--- src/bfa_pkg.sv ---
// Shared types and constants for the bitmap frame allocator.
package bfa_pkg;

  localparam int unsigned ADDR_W    = 48;
  localparam int unsigned CNT_W     = 13;
  localparam int unsigned WORD_W    = 64;
  localparam int unsigned BIT_W     = 6;
  localparam int unsigned PAGE_W    = 12;
  localparam int unsigned CFG_IDX_W = 2;
  localparam int unsigned CFG_W     = 48;

  localparam logic [ADDR_W-1:0] PAGE_MASK    = 48'h0000_0000_0FFF;
  localparam logic [CNT_W-1:0]  RST_FRAMES   = 13'd4096;
  localparam logic [CNT_W-1:0]  RST_RESERVED = 13'd1;

  typedef enum logic [CFG_IDX_W-1:0] {
    CFG_REGION_BASE = 2'd0,
    CFG_FRAMES      = 2'd1,
    CFG_RESERVED    = 2'd2
  } bfa_cfg_e;

  typedef enum logic {
    FN_ALLOC = 1'b0,
    FN_FREE  = 1'b1
  } bfa_func_e;

  typedef enum logic [1:0] {
    ST_OK       = 2'd0,
    ST_NO_FREE  = 2'd1,
    ST_BAD_ADDR = 2'd2
  } bfa_status_e;

  typedef struct packed {
    bfa_func_e          func;
    logic [ADDR_W-1:0]  free_address;
  } bfa_in_t;

  typedef struct packed {
    bfa_status_e        status;
    logic [ADDR_W-1:0]  frame_address;
    logic [CNT_W-1:0]   free_count;
  } bfa_out_t;

  // Result of the first-zero search over one map word.
  typedef struct packed {
    logic              found;
    logic [BIT_W-1:0]  bit_idx;
  } bfa_ffz_t;

endpackage

--- src/bfa_alu.sv ---
// Shared datapath unit: one 48-bit adder and a first-zero search over a map word.
module bfa_alu (
  input  logic [bfa_pkg::ADDR_W-1:0] add_a_i,
  input  logic [bfa_pkg::ADDR_W-1:0] add_b_i,
  input  logic                       add_ci_i,
  output logic [bfa_pkg::ADDR_W-1:0] sum_o,
  output logic                       co_o,
  input  logic [bfa_pkg::WORD_W-1:0] word_i,
  output bfa_pkg::bfa_ffz_t          ffz_o
);

  logic [bfa_pkg::ADDR_W:0] sum_full;

  assign sum_full = {1'b0, add_a_i} + {1'b0, add_b_i}
                  + {{bfa_pkg::ADDR_W{1'b0}}, add_ci_i};
  assign sum_o    = sum_full[bfa_pkg::ADDR_W-1:0];
  assign co_o     = sum_full[bfa_pkg::ADDR_W];

  // Priority encoder: the lowest clear bit wins.
  always_comb begin
    ffz_o.found   = 1'b0;
    ffz_o.bit_idx = '0;
    for (int i = bfa_pkg::WORD_W - 1; i >= 0; i--) begin
      if (!word_i[i]) begin
        ffz_o.found   = 1'b1;
        ffz_o.bit_idx = bfa_pkg::BIT_W'(i);
      end
    end
  end

endmodule

--- config.mk ---
export PLATFORM = sky130hd
export DESIGN_NAME = bfa_alu
export DESIGN_NICKNAME = d
export VERILOG_FILES = /design/src/bfa_pkg.sv /design/src/bfa_alu.sv
export SDC_FILE = /design/constraint.sdc
export NUM_CORES = 1
export LEC_CHECK = 0
export ABC_CLOCK_PERIOD_IN_PS = 3950
export BUFFER_PORTS_ARGS = -buffer_cell sky130_fd_sc_hd__clkbuf_2
export CAP_MARGIN = 20
export CORE_MARGIN = 5
export CORE_UTILIZATION = 44
export DETAILED_ROUTE_END_ITERATION = 10
export PLACE_DENSITY = 0.95
export SLEW_MARGIN = 40
export SYNTH_ARGS = -nofsm -noshare
export SYNTH_HDL_FRONTEND = slang
export SYNTH_SLANG_ARGS = --single-unit
--- constraint.sdc ---
create_clock -name vclk -period 3.95
set_clock_uncertainty 0.15 [all_clocks]
set_input_delay 0.395 -clock vclk [all_inputs]
set_output_delay 0.395 -clock vclk [all_outputs]
set_load 0.03 [all_outputs]
# == Yosys cells after proc, flatten, opt, wreduce, memory -nomap -nowiden ==
# Index checks and enable logic that the tools add are counted.
# op_classes
addsub,2
mul,0
n_div,0
n_lt_le_gt_ge,0
n_eq_ne,0
n_shift,0
mux,64
n_bitwise,0
n_reduce_logical,0
# op_table
op,n
7-bit two-way mux,64
48-bit by 48-bit adder with 49-bit output,1
49-bit by 1-bit adder with 49-bit output,1
# totals
reg_bits,0
latchBits,0
mem_bits_rw,0
mem_bits_ro,0
in_bits,161
output_inout_bits,56
memories,0

# == Longest topological paths before layout ==
# Gate-level depths: netlist of run 1.
# logic_depth
ltp_word,64
depth_mapped,14
ltp_nobuf,14

# == Worst setup path after synthesis of run 1 ==
# No wires, ideal clock.
# synth_timing
path_type,input to output
from,input port add_a_i[0] (netlist name)
to,output port co_o
arrival_ns,3.333
required_time_ns,3.405
setup_slack_ns,0.072
cell_stages,13
path_buffers,0
cell_sequence,inv_1 -> fa_1 -> inv_1 -> fa_1 -> a211o_1 -> a21oi_1 -> o21ai_0 -> a22o_2 -> o2bb2ai_1 -> a211oi_1 -> a41oi_1 -> a211o_1 -> o21ai_0
# synth_between
elab_chain_cells,2
# synth_lines
element,line_no,rtl
start: declaration,bfa_alu.sv:3,"input logic [bfa_pkg::ADDR_W-1:0] add_a_i,"
48-bit by 48-bit adder with 49-bit output,bfa_alu.sv:14,"assign sum_full = {1'b0, add_a_i} + {1'b0, add_b_i}"
49-bit by 1-bit adder with 49-bit output,bfa_alu.sv:15,"+ {{bfa_pkg::ADDR_W{1'b0}}, add_ci_i};"
end: declaration,bfa_alu.sv:7,"output logic co_o,"
# Every way passes these cells.

# == Worst setup path in the final report of run 1 ==
# layout_timing
from,input port add_a_i[15] (netlist name)
to,output port sum_o[47] (netlist name)
# layout_between
elab_chain_cells,2
# layout_lines
element,line_no,rtl
48-bit by 48-bit adder with 49-bit output,bfa_alu.sv:14,
49-bit by 1-bit adder with 49-bit output,bfa_alu.sv:15,
end: declaration,bfa_alu.sv:6,"output logic [bfa_pkg::ADDR_W-1:0] sum_o,"
# Every way passes these cells.

==> metrics.cfg, run 1 <==
[logic_synthesis]
synth_warnings=0
seq_area_frac_synth=0
synth_nets=672
synth.avg_cell_area_um2=6.66
synthCells=462
synth.distinct_cells=52
synth_area_mm2=0.00308

[final_layout]
multiInputGateArea_mm2=0.00301
drive_gt1_frac=0.367
area_growth_pct=44.0
final_nets=902
clockBufferCount=0
final-seq-area_um2=0
n_fill_cell=606
nFlopsAndLatches=0
antenna_cells=0

[die]
core_mm2=0.00679
die-area_mm2=0.00877
io_pins=217
die_x_um=93.7
die_h_um=93.7
start_util=0.453
rows=30

[timing]
setup_viol=0
holdWs_ns=1.05
tightest_slew_ns=0.540
setup_ws_ns=0.120
max_freq_mhz=261
rsz0062_at_grt=true
hold_viol_final=0
fin_crit_sh=0.970
report.final.slew_viol_count=0
slew_headroom=0.637
min_period_ns=3.83
setup_tns_ns=0

[global_routing]
grt_max_degree=9
grt_pass1_wl_um=18400
grt_remaining_overflow=0
antenna_found_initial=0
grt_pass1_vias=4254
track_usage=0.244

[min_path]
hold_end=ffz_o[2]
worstHoldStart=word_i[1]
hold_path.class=in2out
whs_path_depth=4

[placed_design]
dp_hpwl_um=10500
port_buffers=217
gp_congestion=0.934
pre_cts_slack_ns=-0.0181

[worst_setup_path]
critPathTopFamily=compound AO/OA/AOI/OAI gates
worst-path-max-fanout=5
critPathBufInv=3
worstSetupEndpointType=primary output
cp.required_ns=3.40
worstPathArrival_ns=3.28
worstSetupPathType=in2out
cp_slowest_cell=a2111oi_4
crit_path_cell_trace=clkbuf_2 > ha_1 > o21a_1 > o2111ai_1 > buf_4 > o211ai_2 > a32o_2 > a211oi_4 > o21ai_2 > and4_4 > a2111oi_4 > a21oi_2 > xor2_1 > buf_2
crit_path_start_kind=primary input
cpPeakStageDelay_ns=0.39

[detailed_routing]
wire_per_inst_um=15.1
drt-initial-drc-count=173
drtPass1Iterations=6
drc=0
drtAntennaViolNets=0
avgViaCountPerCell=5.67
num_vias=4458
drt-total-wl_um=11900

[pwr]
power_leakage_nw=2.32
power_density_mw_per_mm2=210
ir_worst_vdd_mv=0.160
p_total_mw=0.931

[status]
outcome=finished clean

[job]
max-cap-violations=0

[metal layers]
| metal | wire, µm | track usage | up-vias |
|---|---|---|---|
| met4 | 193 | 0.0289 | 0 |
| met3 | 1040 | 0.0304 | 22 |
| met2 | 6090 | 0.484 | 220 |
| met5 | 0 | 0 | - |
| met1 | 4560 | 0.284 | 2008 |
| li1 | - | - | 2208 |
[worst max-delay path by stage]
stage                 from   endpoint  slack, ns  depth (start not counted)
3_3_place_gp    add_a_i[0]  sum_o[44]       0.07                         16
5_1_grt         add_a_i[8]  sum_o[47]      -0.06                         13
2_1_floorplan   add_a_i[0]       co_o       0.07                         13
6_report       add_a_i[15]  sum_o[47]       0.12                         14
3_5_place_dp    add_a_i[0]  sum_o[42]      -0.02                         17
4_1_cts         add_a_i[0]  sum_o[42]       0.02                         17
[cells in the mapped netlist (all sizes together), types with 2 or more instances]
cell,number,area share
a2111oi,3,0.023
o21ai,41,0.068
a41oi,2,0.0057
nor2b,4,0.0081
o21a,12,0.029
ha,47,0.19
a21o,13,0.032
nand2b,2,0.0041
or3,5,0.010
fa,2,0.013
nor4,2,0.0041
a211o,3,0.0085
o2111ai,4,0.011
nand2,49,0.060
nand4,21,0.043
xor2,10,0.028
a31oi,6,0.012
a211oi,9,0.026
nor2,38,0.046
nor3,16,0.026
and3,5,0.011
nor3b,2,0.0049
nand3,13,0.021
a21boi,5,0.012
clkbuf,2,0.0024
xnor2,31,0.088
o211ai,4,0.011
and4,3,0.0093
o221ai,2,0.0057
o21bai,10,0.024
a21oi,54,0.089
inv,30,0.037
[final cells by class]
| cell class | instances | share of cell area |
|---|---|---|
| multi-input combinational | 430 | 0.679 |
| timing repair buffer | 230 | 0.268 |
| tap | 96 | 0.0271 |
| inverter | 30 | 0.0254 |
[report_power, final]
part           switching, mW  internal [mW]
Sequential                 0              0
Clock                      0              0
Combinational          0.584          0.348
Total                  0.584          0.348
[metrics by stage]
stage / cells / instance area [µm²] / util
finish: 786 / 4430 / 0.652
global route: 786 / 4430 / 0.652
CTS: 785 / 4370 / 0.644
detailed placement: 785 / 4370 / 0.643
global placement: 785 / 4370 / 0.643
floorplan: 462 / 3080 / -
[cell families (layout without fill, tap and decap cells)]
logic type                 count (synthesis)  after routing  synth area share
AOI/OAI and AO/OA                        176            176             0.383
and+or+nand+nor                          164            164             0.257
adders and majority gates                 49             49             0.204
xor gates and xnor gates                  41             41             0.117
buffers and inverters                     32            260            0.0390
[worst min-delay path, cell delays in order]
cell      delay, ns
clkbuf_2       0.11
nand2_1        0.07
nor3_1         0.05
clkbuf_2       0.18
[cell usage in the layout, fill, tap and decap left out, types with 6 or more instances in the layout]
cell and count:
nor3_1 16, ha_1 47, xor2_1 10, clkbuf_2 213, buf_4 14, nor2_1 38
o21a_1 12, xnor2_1 31, a21o_1 13, nand3_1 13, a211oi_1 7, a31oi_1 6
o21bai_1 10, nand2_1 49, nand4_1 21, a21oi_1 49, o21ai_0 37, inv_1 30
[what timing repair did]
action / in CTS / in global routing
cloned: 0 / 0
setup buffers: 0 / 1
hold buffers: 0 / 0
pin swaps: 0 / 5
setup endpoints to repair: 3 / 9
resized for setup: 2 / 16
Power figures use the tool's default switching activity.
==> inputs of run 2 (changes only) <==
--- a/config.mk
+++ b/config.mk
@@ -5,11 +5,13 @@
 export SDC_FILE = /design/constraint.sdc
 export NUM_CORES = 1
 export LEC_CHECK = 0
+export ABC_AREA = 1
 export ABC_CLOCK_PERIOD_IN_PS = 3950
 export BUFFER_PORTS_ARGS = -buffer_cell sky130_fd_sc_hd__clkbuf_2
 export CAP_MARGIN = 20
+export CORE_ASPECT_RATIO = 0.8
 export CORE_MARGIN = 5
-export CORE_UTILIZATION = 44
+export CORE_UTILIZATION = 43
 export DETAILED_ROUTE_END_ITERATION = 10
 export PLACE_DENSITY = 0.95
 export SLEW_MARGIN = 40
==> run 2 against run 1 <==
Against the previous run: the run now ends with negative setup slack left; cell area increased by 28%; synthesized cell count increased by 3.2%; wire length increased by 43%; final cell count increased by 14%; highest routed layer unchanged.
==> metrics.cfg, run 2 <==
[placed_design]
dp.cells=845
pre_cts_slack_ns=-1.41
port_buffers=217
dp_hpwl_um=11000
gp_congestion=0.871

[timing]
report.final.slew_viol_count=0
fin_crit_sh=1.41
setup_ws_ns=-1.62
rsz0062_at_grt=true
setup_viol=26
max_freq_mhz=180
slew_headroom=0.710
min_period_ns=5.57
tightest_slew_ns=0.432
hold_viol_final=0

[detailed_routing]
drt-initial-drc-count=328
drt-total-wl_um=17000
num_vias=5118
wire_per_inst_um=19.0
drtPass1Iterations=7
drtAntennaViolNets=0
avgViaCountPerCell=5.73
drc=0

[final_layout]
multiInputGateArea_mm2=0.00311
final-seq-area_um2=0
area_growth_pct=90.7
drive_gt1_frac=0.526
clockBufferCount=0
n_fill_cell=386
final_nets=1018
layout_common_cells=clkbuf_2, nand2_1, buf_4, a21oi_1, ha_1
antenna_cells=0
final_cells=893
mostFrequentLayoutCell=clkbuf_2
nFlopsAndLatches=0

[worst_setup_path]
worstPathArrival_ns=5.02
setup.worst_path.start=add_ci_i
worst-path-max-fanout=3
crit_path_start_kind=primary input
worstSetupPathType=in2out
cp.required_ns=3.40
worstSetupEndpointType=primary output
cpPeakStageDelay_ns=0.37
cp_slowest_cell=fa_2

[die]
die-area_mm2=0.00872
core_mm2=0.00682
start_util=0.437
io_pins=217
die_x_um=103
die_h_um=84.5
rows=27

[logic_synthesis]
synth_compound_area_frac=0.266
synth_warnings=0
ys_top_cells_by_area=ha_1, nand2_1, xor2_1, a21oi_1, inv_1
synth_area_mm2=0.00298
synth_simple_gate_area_share=0.320
synth.avg_cell_area_um2=6.26
synthAdderAreaFrac=0.210
yosys-top-cells-count=nand2_1, a21oi_1, ha_1
synthCells=477
synth_top_area_cell=ha_1
yosysMostFrequentCell=nand2_1
seq_area_frac_synth=0
yosys.area.top_type_share=0.197
synth_nets=687
synth-xor-area-share=0.135
synth.distinct_cells=38
synth_top_family_by_area=simple AND/OR/NAND/NOR gates
synth_mux_area_frac=0

[pwr]
power_leakage_nw=3.16
power_density_mw_per_mm2=237
p_total_mw=1.35
ir_worst_vdd_mv=0.199

[min_path]
worstHoldStart=word_i[1]
whs_path_depth=3
hold_path.class=in2out

[status]
outcome=complete, but fails checks
violations=negative setup slack

[global_routing]
grt_max_degree=6
antenna_found_initial=0
grt_pass1_vias=5273
track_usage=0.328
grt_pass1_wl_um=23600
grt_remaining_overflow=0

[job]
max-cap-violations=0

run 2: cell types whose count changed in the layout (fill, tap and decap cells not counted), moves of 14 or more:
cell      delta
buf_4       +83
nand2_1     +73
clkbuf_2    -27
o21ai_0     -25
xnor2_1     -21
buf_6       +26
nand2_2     +14
run 2: layer usage:
metal / wire length [µm] / part of all wire / track usage / up-vias
met5: 0 / 0 / 0 / -
met4: 1320 / 0.078 / 0.166 / 0
met3: 1740 / 0.10 / 0.0681 / 142
met2: 8270 / 0.49 / 0.614 / 391
met1: 5640 / 0.33 / 0.335 / 2300
li1: - / - / - / 2285
run 2: worst paths after layout:
path | end | slack [ns]
max | sum_o[42] | -1.62
min | ffz_o[0] | 0.97
run 2: kinds of logic (layout without fill, tap and decap cells):
| group | Yosys count | count (layout) |
|---|---|---|
| AND/OR/NAND/NOR | 213 | 213 |
| AO/OA/AOI/OAI | 115 | 115 |
| buffers and inverters | 54 | 383 |
| adder cells (fa/ha/maj) | 49 | 49 |
| XOR/XNOR | 46 | 46 |
run 2: stage by stage:
| stage | utilization | hold slack, ns | TNS [ns] | instance area, µm² |
|---|---|---|---|---|
| floorplan | - | 0.741 | -8.37 | 3220 |
| global placement | 0.717 | 0.984 | -13.80 | 4890 |
| detailed placement | 0.717 | 0.986 | -18.14 | 4890 |
| CTS | 0.807 | 0.970 | -19.64 | 5510 |
| global route | 0.834 | 0.994 | -28.64 | 5690 |
| finish | 0.834 | 0.972 | -22.76 | 5690 |
run 2: area by class of cell:
cell class                 count  share of cell area
timing repair buffer         329               0.394
multi-input combinational    423               0.547
inverter                      54              0.0396
tap                           87              0.0191
run 2: power by group:
part	switching (mW)	total [mW]	internal [mW]
Clock	0	0	0
Combinational	0.766	1.35	0.586
Sequential	0	0	0
Total	0.766	1.35	0.586
run 2: repair_timing:
item / in CTS / in global routing
gates resized for setup: 72 / 46
buffers inserted: 40 / 17
pin swaps: 31 / 28
endpoints found under the setup margin: 23 / 28
hold buffers: 0 / 0
run 2: worst max-delay path: cells and delay by family:
family,cells,cell delay [ns]
buffers and inverters,8,0.81
adders and majority gates,2,0.58
xor gates and xnor gates,1,0.14
AOI/OAI and AO/OA,16,2.14
and+or+nand+nor,10,0.94
==> inputs of run 3 (changes only) <==
--- a/config.mk
+++ b/config.mk
@@ -5,13 +5,12 @@
 export SDC_FILE = /design/constraint.sdc
 export NUM_CORES = 1
 export LEC_CHECK = 0
-export ABC_AREA = 1
 export ABC_CLOCK_PERIOD_IN_PS = 3950
 export BUFFER_PORTS_ARGS = -buffer_cell sky130_fd_sc_hd__clkbuf_2
 export CAP_MARGIN = 20
 export CORE_ASPECT_RATIO = 0.8
 export CORE_MARGIN = 5
-export CORE_UTILIZATION = 43
+export CORE_UTILIZATION = 44
 export DETAILED_ROUTE_END_ITERATION = 10
 export PLACE_DENSITY = 0.95
 export SLEW_MARGIN = 40
==> run 3 against run 2 <==
Against the previous run: largest power group unchanged; critical path type unchanged; highest routed layer unchanged; the run now ends clean; global-route usage is 8.3 points lower; sequential share of layout area is the same; final cell count shrank 13%; wire length down 29%; sequential cell count did not move; die area rose by 0.75%; via count down 13%; core utilization fell by 19 points; power down 31%; worst setup slack improved by 1.8 ns.
==> metrics.cfg, run 3 (same netlist as run 1, synthesis figures left out) <==
[timing]
rsz0062_at_grt=true
slew_headroom=0.630
max_freq_mhz=262
tightest_slew_ns=0.550
report.final.slew_viol_count=0
min_period_ns=3.81
fin_crit_sh=0.966
setup_viol=0
setup_ws_ns=0.136
hold_viol_final=0

[global_routing]
grt_pass1_vias=4241
grt_remaining_overflow=0
grt_max_degree=9
antenna_found_initial=0
grt_pass1_wl_um=19000
track_usage=0.244

[placed_design]
dp_hpwl_um=10600
port_buffers=217
gp_congestion=0.896
dp.cells=775
pre_cts_slack_ns=-0.0518

[detailed_routing]
avgViaCountPerCell=5.71
drc=0
drtAntennaViolNets=0
drt-total-wl_um=12000
num_vias=4435
wire_per_inst_um=15.4
drt-initial-drc-count=229
drtPass1Iterations=5

[worst_setup_path]
critPathBufInv=2
crit_path_cell_trace=clkbuf_2 > ha_1 > a21o_1 > a2111oi_4 > nand2_1 > a32o_2 > a211oi_4 > o21ai_2 > and4_4 > a2111oi_4 > a21oi_2 > xor2_1 > clkbuf_4
worst-path-max-fanout=4
worstSetupEndpointType=primary output
cp_slowest_cell=a2111oi_4
cp-endpoint=sum_o[47]
setup.worst_path.start=add_a_i[8]
cpPeakStageDelay_ns=0.43
critPathTopFamily=compound AO/OA/AOI/OAI gates
cp.required_ns=3.40
worstPathArrival_ns=3.27
worstSetupPathType=in2out
crit_path_start_kind=primary input
crit_cells=13
crit_top_cell=a2111oi_4

[clock_network]
holdBufCountCts=0

[die]
die_x_um=104
start_util=0.449
rows=27
io_pins=217
die-area_mm2=0.00878
core_mm2=0.00686
die_h_um=84.8

[final_layout]
area_growth_pct=43.4
n_fill_cell=632
antenna_cells=0
drive_gt1_frac=0.362
nFlopsAndLatches=0
final_nets=902
clockBufferCount=0
mostFrequentLayoutCell=clkbuf_2
layout_common_cells=clkbuf_2, a21oi_1, nand2_1, ha_1, nor2_1
final-seq-area_um2=0
final_cells=777

[pwr]
ir_worst_vdd_mv=0.158
power_leakage_nw=2.32
power_density_mw_per_mm2=211

[min_path]
hold_path.class=in2out

[job]
max-cap-violations=0

[status]
outcome=finished clean

run 3: layout make-up:
class,instances,area [µm²],share of cell area
Multi-Input combinational cell,430,3000,0.679
Timing Repair Buffer,230,1190,0.270
Tap cell,87,109,0.0247
Inverter,30,113,0.0255
run 3: what timing repair did:
action | in CTS | in global routing
setup endpoints to repair | 4 | 10
pin swaps | 1 | 3
buffers inserted | 0 | 2
resized for setup | 1 | 20
run 3: report_power, final:
group,internal [mW],switching (mW)
Clock,0,0
Sequential,0,0
Combinational,0.349,0.585
Total,0.349,0.585
run 3: metal layers:
layer,GRT usage,part of all wire
met1,0.298,0.41
met2,0.455,0.49
met3,0.0335,0.075
met4,0.0524,0.026
met5,0,0
run 3: how the worst min path moves through the flow:
stage	slack, ns	from	cells after the start	to
floorplan	0.82	word_i[0]	2	ffz_o[0]
global placement	1.04	word_i[22]	4	ffz_o[0]
detailed placement	1.06	word_i[1]	4	ffz_o[2]
CTS	1.06	word_i[1]	4	ffz_o[2]
global route	1.08	word_i[1]	4	ffz_o[2]
finish	1.06	word_i[1]	4	ffz_o[2]
run 3: through the flow:
stage | setup TNS, ns | cell area [µm²] | hold slack, ns | util | power, mW
2_1_floorplan | 0 | 3080 | 0.820 | - | 0.605
3_3_place_gp | 0 | 4350 | 1.04 | 0.634 | 0.886
3_5_place_dp | -0.104 | 4350 | 1.06 | 0.634 | 0.905
4_1_cts | 0 | 4350 | 1.06 | 0.635 | 0.912
5_1_grt | -0.0981 | 4410 | 1.08 | 0.644 | 1.00
6_report | 0 | 4410 | 1.06 | 0.644 | 0.933
